--- src/rtl/sjck_pkg.sv ---
// Shared types, mode bits and conversion functions of the Shift-JIS case and kana converter.
`default_nettype none

package sjck_pkg;

    // Mode register bit positions
    localparam int MODE_W         = 7;
    localparam int MODE_A_UP_BIT  = 0;
    localparam int MODE_A_LOW_BIT = 1;
    localparam int MODE_W_UP_BIT  = 2;
    localparam int MODE_W_LOW_BIT = 3;
    localparam int MODE_KATA_BIT  = 4;
    localparam int MODE_HIRA_BIT  = 5;
    localparam int MODE_SPACE_BIT = 6;

    // Default depth of the queue between front and back
    localparam int SJCK_QUEUE_DEPTH = 4;

    // Lead byte values of the two-byte pages that get rewritten
    localparam logic [7:0] LEAD_SYMBOL = 8'h81;
    localparam logic [7:0] LEAD_HIRA   = 8'h82;
    localparam logic [7:0] LEAD_KATA   = 8'h83;
    localparam logic [7:0] WIDE_SPACE  = 8'h40;
    localparam logic [7:0] ASCII_SPACE = 8'h20;

    typedef logic [MODE_W-1:0] mode_t;

    // One queued unit of work: a single byte or a two-byte character
    typedef struct packed {
        logic       pair;
        logic [7:0] byte0;
        logic [7:0] byte1;
        logic       last;
    } sjck_entry_t;

    typedef struct packed {
        logic full;
        logic empty;
    } sjck_qstat_t;

    function automatic logic is_lead(input logic [7:0] c);
        is_lead = (c inside {[8'h81:8'h9F], [8'hE0:8'hFC]});
    endfunction

    function automatic logic [7:0] convert_single(input mode_t mode, input logic [7:0] c);
        logic [7:0] r;
        r = c;
        if ((c inside {[8'h41:8'h5A]}) && mode[MODE_A_LOW_BIT])
            r = c + 8'h20;
        else if ((c inside {[8'h61:8'h7A]}) && mode[MODE_A_UP_BIT])
            r = c - 8'h20;
        convert_single = r;
    endfunction

    // Returns {hi, lo} of the rewritten two-byte character
    function automatic logic [15:0] convert_pair(input mode_t mode, input logic [7:0] c,
                                                 input logic [7:0] d);
        logic [7:0] hi;
        logic [7:0] lo;
        logic [7:0] t;
        hi = c;
        lo = d;
        t  = 8'h00;
        if (d == 8'h00) begin
            hi = 8'h00;
        end else if (c == LEAD_SYMBOL) begin
            if (d == WIDE_SPACE && mode[MODE_SPACE_BIT]) begin
                hi = ASCII_SPACE;
                lo = ASCII_SPACE;
            end
        end else if (c == LEAD_HIRA) begin
            if (d inside {[8'h60:8'h79]}) begin
                if (mode[MODE_W_LOW_BIT])
                    lo = d + 8'h21;
            end else if (d inside {[8'h81:8'h9A]}) begin
                if (mode[MODE_W_UP_BIT])
                    lo = d - 8'h21;
            end else if (d inside {[8'h9F:8'hF1]}) begin
                if (mode[MODE_KATA_BIT]) begin
                    t  = d - 8'h5F;
                    hi = LEAD_KATA;
                    lo = (t > 8'h7E) ? t + 8'h01 : t;
                end
            end
        end else if (c == LEAD_KATA && (d inside {[8'h40:8'h93]})) begin
            if (mode[MODE_HIRA_BIT]) begin
                t  = (d > 8'h7E) ? d - 8'h01 : d;
                hi = LEAD_HIRA;
                lo = t + 8'h5F;
            end
        end
        convert_pair = {hi, lo};
    endfunction

endpackage

`default_nettype wire

--- src/rtl/sjck_front.sv ---
// Front part: accepts input bytes, pairs lead and trail bytes and converts them.
`default_nettype none

module sjck_front (
    input  wire logic                 clk,
    input  wire logic                 rst_n,
    input  wire sjck_pkg::mode_t      mode,
    input  wire logic                 in_valid,
    output logic                      in_ready,
    input  wire logic [7:0]           text_byte,
    input  wire logic                 end_of_string,
    input  wire sjck_pkg::sjck_qstat_t qstat,
    output logic                      push,
    output sjck_pkg::sjck_entry_t     push_entry
);
    import sjck_pkg::*;

    logic       lead_pending_reg;
    logic       lead_pending_next;
    logic [7:0] held_lead_reg;
    logic [7:0] held_lead_next;
    logic       accept;
    logic [15:0] pair_bytes;

    assign in_ready   = ~qstat.full;
    assign accept     = in_valid & in_ready;
    assign pair_bytes = convert_pair(mode, held_lead_reg, text_byte);

    // Classify the item: trail, lead (held or truncated), or single byte
    always_comb
    begin
        lead_pending_next = lead_pending_reg;
        held_lead_next    = held_lead_reg;
        push              = 1'b0;
        push_entry.pair   = 1'b0;
        push_entry.byte0  = convert_single(mode, text_byte);
        push_entry.byte1  = pair_bytes[7:0];
        push_entry.last   = end_of_string;
        if (accept) begin
            if (lead_pending_reg) begin
                push              = 1'b1;
                push_entry.pair   = 1'b1;
                push_entry.byte0  = pair_bytes[15:8];
                lead_pending_next = 1'b0;
                held_lead_next    = 8'h00;
            end else if (is_lead(text_byte)) begin
                if (end_of_string) begin
                    push             = 1'b1;
                    push_entry.byte0 = 8'h00;
                end else begin
                    lead_pending_next = 1'b1;
                    held_lead_next    = text_byte;
                end
            end else begin
                push = 1'b1;
            end
        end
    end

    // Hold the lead byte until its trail arrives
    always_ff @(posedge clk or negedge rst_n)
    begin
        if (!rst_n) begin
            lead_pending_reg <= 1'b0;
            held_lead_reg    <= 8'h00;
        end else begin
            lead_pending_reg <= lead_pending_next;
            held_lead_reg    <= held_lead_next;
        end
    end

endmodule

`default_nettype wire

--- src/rtl/sjck_queue.sv ---
// Short queue of converted entries between the front and back parts.
`default_nettype none

module sjck_queue #(
    parameter int DEPTH = sjck_pkg::SJCK_QUEUE_DEPTH
) (
    input  wire logic                  clk,
    input  wire logic                  rst_n,
    input  wire logic                  push,
    input  wire sjck_pkg::sjck_entry_t push_entry,
    input  wire logic                  pop,
    output sjck_pkg::sjck_entry_t      pop_entry,
    output sjck_pkg::sjck_qstat_t      qstat
);
    import sjck_pkg::*;

    localparam int PTR_W = (DEPTH > 1) ? $clog2(DEPTH) : 1;
    localparam int CNT_W = $clog2(DEPTH + 1);

    sjck_entry_t        slots [DEPTH];
    logic [PTR_W-1:0]   wr_ptr_reg;
    logic [PTR_W-1:0]   wr_ptr_next;
    logic [PTR_W-1:0]   rd_ptr_reg;
    logic [PTR_W-1:0]   rd_ptr_next;
    logic [CNT_W-1:0]   count_reg;
    logic [CNT_W-1:0]   count_next;

    assign qstat.full  = (count_reg == CNT_W'(DEPTH));
    assign qstat.empty = (count_reg == '0);
    assign pop_entry   = slots[rd_ptr_reg];

    // Advance pointers and occupancy
    always_comb
    begin
        wr_ptr_next = wr_ptr_reg;
        rd_ptr_next = rd_ptr_reg;
        count_next  = count_reg;
        if (push)
            wr_ptr_next = (wr_ptr_reg == PTR_W'(DEPTH - 1)) ? '0 : wr_ptr_reg + 1'b1;
        if (pop)
            rd_ptr_next = (rd_ptr_reg == PTR_W'(DEPTH - 1)) ? '0 : rd_ptr_reg + 1'b1;
        if (push && !pop)
            count_next = count_reg + 1'b1;
        else if (pop && !push)
            count_next = count_reg - 1'b1;
    end

    always_ff @(posedge clk or negedge rst_n)
    begin
        if (!rst_n) begin
            wr_ptr_reg <= '0;
            rd_ptr_reg <= '0;
            count_reg  <= '0;
        end else begin
            wr_ptr_reg <= wr_ptr_next;
            rd_ptr_reg <= rd_ptr_next;
            count_reg  <= count_next;
        end
    end

    // Store the pushed entry
    always_ff @(posedge clk)
    begin
        if (push)
            slots[wr_ptr_reg] <= push_entry;
    end

endmodule

`default_nettype wire

--- src/rtl/sjck_back.sv ---
// Back part: splits queued entries into output bytes behind an output register.
`default_nettype none

module sjck_back (
    input  wire logic                  clk,
    input  wire logic                  rst_n,
    input  wire sjck_pkg::sjck_qstat_t qstat,
    input  wire sjck_pkg::sjck_entry_t pop_entry,
    output logic                       pop,
    output logic                       out_valid,
    input  wire logic                  out_ready,
    output logic [7:0]                 out_byte,
    output logic                       out_last
);
    import sjck_pkg::*;

    logic       out_valid_reg;
    logic       out_valid_next;
    logic [7:0] out_byte_reg;
    logic [7:0] out_byte_next;
    logic       out_last_reg;
    logic       out_last_next;
    logic       sec_pending_reg;
    logic       sec_pending_next;
    logic [7:0] sec_byte_reg;
    logic [7:0] sec_byte_next;
    logic       sec_last_reg;
    logic       sec_last_next;
    logic       slot_free;

    assign slot_free = ~out_valid_reg | out_ready;
    assign pop       = slot_free & ~sec_pending_reg & ~qstat.empty;

    // Load the output register from the second byte or the queue head
    always_comb
    begin
        out_valid_next   = out_valid_reg;
        out_byte_next    = out_byte_reg;
        out_last_next    = out_last_reg;
        sec_pending_next = sec_pending_reg;
        sec_byte_next    = sec_byte_reg;
        sec_last_next    = sec_last_reg;
        if (slot_free) begin
            if (sec_pending_reg) begin
                out_valid_next   = 1'b1;
                out_byte_next    = sec_byte_reg;
                out_last_next    = sec_last_reg;
                sec_pending_next = 1'b0;
            end else if (!qstat.empty) begin
                out_valid_next   = 1'b1;
                out_byte_next    = pop_entry.byte0;
                out_last_next    = pop_entry.last & ~pop_entry.pair;
                sec_pending_next = pop_entry.pair;
                sec_byte_next    = pop_entry.byte1;
                sec_last_next    = pop_entry.last;
            end else begin
                out_valid_next = 1'b0;
            end
        end
    end

    always_ff @(posedge clk or negedge rst_n)
    begin
        if (!rst_n) begin
            out_valid_reg   <= 1'b0;
            sec_pending_reg <= 1'b0;
        end else begin
            out_valid_reg   <= out_valid_next;
            sec_pending_reg <= sec_pending_next;
        end
    end

    always_ff @(posedge clk)
    begin
        out_byte_reg <= out_byte_next;
        out_last_reg <= out_last_next;
        sec_byte_reg <= sec_byte_next;
        sec_last_reg <= sec_last_next;
    end

    assign out_valid = out_valid_reg;
    assign out_byte  = out_byte_reg;
    assign out_last  = out_last_reg;

endmodule

`default_nettype wire

--- src/rtl/shift_jis_case_kana_converter_core.sv ---
// Top level of the Shift-JIS case and kana converter.
//
//   channel  | handshake            | payload
//   ---------+----------------------+---------------------------
//   input    | in_valid / in_ready  | text_byte, end_of_string
//   output   | out_valid / out_ready| out_byte, out_last
//   config   | cfg_we               | cfg_wdata (conversion mode)
//
// One input item is taken per cycle while the entry queue has room.
// A single byte is written to the entry queue and then to the output register;
// a trail byte yields two output bytes, which leave one after the other through
// the single output register. A lead byte yields nothing until its trail arrives,
// or a 00 byte if it ends the string. Reset clears the held lead, the queue and
// the output register. Output stalls fill the queue and then drop in_ready.
`default_nettype none

module shift_jis_case_kana_converter_core #(
    parameter int QUEUE_DEPTH = sjck_pkg::SJCK_QUEUE_DEPTH
) (
    input  wire logic       clk,
    input  wire logic       rst_n,
    input  wire logic       cfg_we,
    input  wire logic [6:0] cfg_wdata,
    input  wire logic       in_valid,
    output logic            in_ready,
    input  wire logic [7:0] text_byte,
    input  wire logic       end_of_string,
    output logic            out_valid,
    input  wire logic       out_ready,
    output logic [7:0]      out_byte,
    output logic            out_last
);
    import sjck_pkg::*;

    mode_t       mode_reg;
    sjck_qstat_t qstat;
    sjck_entry_t push_entry;
    sjck_entry_t pop_entry;
    logic        push;
    logic        pop;

    // Hold the conversion mode
    always_ff @(posedge clk or negedge rst_n)
    begin
        if (!rst_n)
            mode_reg <= '0;
        else if (cfg_we)
            mode_reg <= cfg_wdata;
    end

    sjck_front u_front (
        .clk           (clk),
        .rst_n         (rst_n),
        .mode          (mode_reg),
        .in_valid      (in_valid),
        .in_ready      (in_ready),
        .text_byte     (text_byte),
        .end_of_string (end_of_string),
        .qstat         (qstat),
        .push          (push),
        .push_entry    (push_entry)
    );

    sjck_queue #(
        .DEPTH (QUEUE_DEPTH)
    ) u_queue (
        .clk        (clk),
        .rst_n      (rst_n),
        .push       (push),
        .push_entry (push_entry),
        .pop        (pop),
        .pop_entry  (pop_entry),
        .qstat      (qstat)
    );

    sjck_back u_back (
        .clk       (clk),
        .rst_n     (rst_n),
        .qstat     (qstat),
        .pop_entry (pop_entry),
        .pop       (pop),
        .out_valid (out_valid),
        .out_ready (out_ready),
        .out_byte  (out_byte),
        .out_last  (out_last)
    );

endmodule

`default_nettype wire

--- config.mk ---
export PLATFORM = sky130hd
export DESIGN_NAME = shift_jis_case_kana_converter_core
export DESIGN_NICKNAME = d
export VERILOG_FILES = /design/src/rtl/sjck_pkg.sv /design/src/rtl/sjck_front.sv /design/src/rtl/sjck_queue.sv /design/src/rtl/sjck_back.sv /design/src/rtl/shift_jis_case_kana_converter_core.sv
export SDC_FILE = /design/constraint.sdc
export NUM_CORES = 1
export LEC_CHECK = 0
export BUFFER_PORTS_ARGS = -buffer_cell sky130_fd_sc_hd__buf_2
export CAP_MARGIN = 15
export CORE_MARGIN = 5
export CORE_UTILIZATION = 64
export CTS_BUF_LIST = sky130_fd_sc_hd__clkbuf_4 sky130_fd_sc_hd__clkbuf_8
export DETAILED_ROUTE_END_ITERATION = 10
export PLACE_DENSITY = 0.81
export SYNTH_ARGS = -nofsm -noshare
export SYNTH_HDL_FRONTEND = slang
export SYNTH_HIERARCHICAL = 1
export SYNTH_SLANG_ARGS = --single-unit
export TNS_END_PERCENT = 50
--- constraint.sdc ---
create_clock -name clk -period 3 [get_ports clk]
set_clock_uncertainty 0.2 [all_clocks]
set_input_delay 0.15 -clock clk [delete_from_list [all_inputs] [get_ports clk]]
set_output_delay 0.15 -clock clk [all_outputs]
set_load 0.02 [all_outputs]
After elaboration in Yosys (flattened, before gate mapping)
Memory sizes are Yosys's and may differ from the RTL's. Cells that the tools add are included.

Bits of input ports: 21. Word-level logic and storage cells: 140. Flip-flop bits (word level): 43. Memories kept: 1. Output and inout port bits: 11. RAM bits: 72.

Reduce and logical (&&, ||, !) cells: 24. Eq/ne operators: 9. Add/sub/neg operators: 12. Bitwise gates (word level): 10. Mux-type cells: 55. Order comparisons: 17.

Memory list: u_queue.slots (words 4, width 18, rd ports 1, clocked after Yosys merged registers in 0, wr ports 1, line sjck_queue.sv:20) `sjck_entry_t slots [DEPTH];`.

Operators with widths (number): 8-bit 2-to-1 mux (34); 8-bit less-or-equal comparator, second input constant (5); 8-bit by 7-bit >= comparator with 1-bit output, second input constant (4); 8-bit == test, second input constant (3); 8-bit >= comparator, second input constant (3); 8-bit by 7-bit less-or-equal comparator with 1-bit output, second input constant (3); 8-bit by 6-bit adder with 8-bit output, second input constant (2); 8-bit by 7-bit > comparator with 1-bit output, second input constant (2); 1-bit 2-to-1 mux (16); 8-bit by 6-bit subtractor with 8-bit output, second input constant (2); 1-bit logical AND (14); 9-bit 2-to-1 mux (1); 8-bit by 1-bit adder with 8-bit output, second input constant (1); 8-bit by 7-bit adder with 8-bit output, second input constant (1); 8-bit by 7-bit == test with 1-bit output, second input constant (1); 8-bit logical NOT (1); 8-bit by 1-bit subtractor with 8-bit output, second input constant (1); 8-bit by 7-bit subtractor with 8-bit output, second input constant (1); 3-bit 2-to-1 mux (2); 3-bit AND reduction (2); 2-bit nonzero test (3); 1-bit inverter (5); 2-bit by 1-bit adder with 2-bit output, second input constant (2); 1-bit AND (4); 11 further kinds (14).

Logic depth before layout (Yosys ltp)
Word-level depth: 10. Mapped depth: 17. Depth with buffers taken out: 15.

By module
Netlist, hierarchy kept.

By module, submodules not included: sjck_queue (times used 1, cells each 131, area an instance 3014.1 µm², sequential area each 2337.2 µm²); sjck_front (times used 1, cells each 358, area an instance 2571.2 µm², sequential area each 225.2 µm²); sjck_back (times used 1, cells each 42, area an instance 799.5 µm², sequential area each 590.6 µm²); shift_jis_case_kana_converter_core (times used 1, cells each 15, area an instance 291.5 µm², sequential area each 175.2 µm²).

Worst setup path after synthesis
Ideal clock, no wire load.

Path kind: input port to flip-flop. Start: input text_byte[1]. End: register u_queue.count_reg[2]. Path slack: -0.457 ns. Data required time: 2.721 ns. Arrival: 3.177 ns. Setup time: 0.079 ns. Cell stages on the path: 17. Path buffers: 2. Cells stage by stage: buf_2 -> inv_1 -> ha_1 -> or4b_2 -> clkbuf_1 -> a31oi_1 -> o311ai_1 -> nand2_1 -> nand2b_1 -> nor2_1 -> nor2_1 -> ha_1 -> inv_1 -> fa_1 -> xor2_1 -> nor2_1 -> xor2_1.

Cells in the longest elaborated chain, start to end: 9. Elaborated cells on any way between the ends: 15. Those cells by class: 4 x order compare; 4 x mux; 7 x reduce/logical.

RTL lines: start, declared (line shift_jis_case_kana_converter_core.sv:26) `input wire logic [7:0] text_byte,`; 8-bit >= comparator / 8-bit less-or-equal comparator (equally long branches) (line sjck_pkg.sv:42) `is_lead = (c inside {[8'h81:8'h9F], [8'hE0:8'hFC]});`; 1-bit logical AND (line sjck_pkg.sv:42); 2-bit nonzero test * (line sjck_pkg.sv:42); 1-bit 2-to-1 mux * (line sjck_front.sv:46) `end else if (is_lead(text_byte)) begin`; 1-bit 2-to-1 mux * (line sjck_front.sv:40) `if (lead_pending_reg) begin`; 1-bit 2-to-1 mux * (line sjck_front.sv:39) `if (accept) begin`; named net push (line shift_jis_case_kana_converter_core.sv:39) `logic push;`; 1-bit logical NOT (line sjck_queue.sv:44) `else if (pop && !push)`; 1-bit logical AND (line sjck_queue.sv:44); 2-bit nonzero test (no line); end signal, assigned (line sjck_queue.sv:57) `count_reg <= count_next;`; end, declared (line sjck_queue.sv:25) `logic [CNT_W-1:0] count_reg;`.

Mark *: on every way through the listed nets, which the timed path passes. The rest lies on a longest branch. A chain may end at the register's enable or synchronous reset.

==> metrics.yaml <==
start_util: 0.653
mostFrequentLayoutCell: "buf_4"
wl_per_cell_um: 25.4
dpl.cell_count: 787
synth_nets: 588
cp.required_ns: 3.03
synth_fa_ha_area_frac: 0.0405
layout_setup_ws_ns: 0.106
drt-initial-drc-count: 964
worstMarginPinSlew_ns: 0.736
fp.coreArea_um2: 10200
arrival_ns: 2.93
endpoint_kind: "flip-flop"
wl_mm: 21.4
cts_buffers: 17
dieArea_um2: 12600
max_freq_mhz: 346
fin_util: 0.827
final_nets: 735
drc: 0
synthToLayoutAreaGrowth_pct: 26.7
gp_congestion: 1.05
clk_latency_ns: 0.44
cts.sinks: 115
max_cap_violations: 0
io_buffers: 31
ys_ff_latch: 115
ir_worst_vdd_mv: 0.874
synth_area_um2: 6680
max_slew_margin: 0.507
path_cells: "nor4_4 -> nand4_1 -> or3_4 -> nor3_1 -> or3b_1 -> a31oi_2"
crit_family: "simple AND/OR/NAND/NOR gates"
diodes: 0
fillers: 529
crit_buf_inv: 0
largest_reg_flops: 72
synth_top_family_by_area: "compound AO/OA/AOI/OAI gates"
synth_edf_count: 90
track_usage: 0.350
drv_slew: 0
routed_via_density: 6.90
cts_buffer_depth: 2
critPathMaxFanout: 5
grt_max_degree: 26
fin_crit_ns: 2.89
cts_tree: "done"
layout_common_cells: "buf_4, edfxtp_1, nand2_1"
antenna_found_initial: 0
htreeDepth: 4
whs_ns: 0.0563
hold_class: "in -> async"
r2r_slack_ns: 0.11
die_w_um: 112
grt_pass1_wl_mm: 33.4
path_class: "reg -> reg"
final_antenna_net_count: 0
largest-register: "u_queue/slots"
p_per_area_nw_per_um2: 766
cts.clk_slew.worst_paths_ns: 0.08
synth_simple_gate_area_share: 0.136
crit_path_top_delay_cell: "dfrtp_1"
synthArstFlopShare: 0.217
gr-total-overflow: 0
leakage_uw: 0.00332
drive_above_1_share: 0.347
hold_viol: 0
pre_cts_ws_ns: -0.200
dp_hpwl_mm: 14.1
setup_viol: 0
postSynthCellCount: 546
slowest_delay_ns: 0.45
outcome: "finished, final reports clean"
power.total_uw: 6480
dr.pass1.iters: 7
grt_pass1_vias: 5752
synth.avg_cell_area_um2: 12.2
ys_types: 89
core.rowCount: 37
yosys_warnings: 6
synth_compound_area_frac: 0.160
fin_cells: 842
cts-root-buf: "clkbuf_8"
synth_ff_type: "edfxtp_1"
synthMuxAreaShare: 0.103
start_kind: "flip-flop"
die_h_um: 112
vias: 5809
io_pins: 32
min_period_over_period: 0.965
post_synth_xor_area_fraction: 0.0171
yosysSeqAreaShare: 0.499
==> cells by family after synthesis <==
| family | Yosys count |
|---|---|
| simple gates | 161 |
| compound gates | 143 |
| flops | 115 |
| buf+inv | 53 |
| mux | 40 |
| fa+ha+maj | 21 |
| xor+xnor | 13 |
==> synth_stat cells (all sizes together) (4+ instances only) <==
library cell,number,area [um2]
and2,9,56.3
nand4,7,58.8
o211ai,7,52.6
clkbuf,9,33.8
nand3,16,80.1
a21o,6,45.0
a211oi,4,30.0
and3,4,25.0
nor4,6,65.1
a31oi,8,50.1
inv,17,63.8
edfxtp,90,2700
nor3,13,75.1
nor2,37,139
nand2,39,146
a22o,12,106
a221oi,5,43.8
mux2,19,255
dfrtp,25,626
o31ai,5,37.5
o31a,4,35.0
xnor2,7,61.3
a21boi,5,41.3
o21ai,27,135
ha,20,250
nor2b,4,25.0
o2111ai,4,52.6
buf,24,190
a21oi,18,90.1
xor2,6,52.6
nand2b,5,31.3
mux4,18,405
==> report_power, final <==
part	leakage [uW]	switching (uW)	total (uW)	internal, uW
clock network	0.000234	710	1790	1080
registers	0.00113	287	2540	2250
logic	0.00195	1130	2150	1020
==> layout make-up <==
class                   count  area [um2]  share of cell area
flip-flops and latches    115        3330               0.393
repair buffers            161        1270               0.150
clock inverters            15         251              0.0297
clock buffers              17         234              0.0277
inverters                  20        95.1              0.0112
well taps                 136         170              0.0201
multi-input cells         378        3110               0.368
==> repair_timing <==
| item | in CTS | in global routing |
|---|---|---|
| pin swaps | 0 | 2 |
| resized for setup | 1 | 4 |
| endpoints found under the setup margin | 4 | 12 |
| endpoints found under the hold margin | 41 | 0 |
| setup buffers | 0 | 3 |
| hold buffers | 20 | 0 |
==> stage by stage <==
stage                     area, um2  TNS [ns]
after global placement         7730    -0.471
after CTS                      8420         0
final                          8460         0
after floorplan                6770   -0.0352
after global routing           8460    -0.107
after detailed placement       7730     -1.65
==> metal layers <==
metal,vias up,part of all wire,track usage
met5,-,0,0
met4,0,0.055,0.147
met3,126,0.11,0.0701
met2,505,0.48,0.580
met1,2742,0.36,0.451
li1,2436,-,-
==> worst reg2reg max path: stages (launching register included) <==
cell and delay, ns:
dfrtp_1 0.45, nor4_4 0.34, nand4_1 0.25, or3_4 0.45, nor3_1 0.31, or3b_1 0.41, a31oi_2 0.29
==> worst paths after layout <==
path	endpoint	depth (start not counted)	startpoint
worst max-delay path	u_queue/slots[3][8]	6	u_front/held_lead_reg[3]
min in group clk	u_front/held_lead_reg[4]	3	text_byte[4]
worst min register to register	u_queue/count_reg[2]	1	u_queue/count_reg[2]
worst min-delay path	mode_reg[3]	2	rst_n
worst max register to register	u_queue/slots[3][8]	6	u_front/held_lead_reg[3]
max in group asynchronous	u_front/held_lead_reg[4]	2	rst_n
Note: power is estimated with default switching activity, not from simulation.
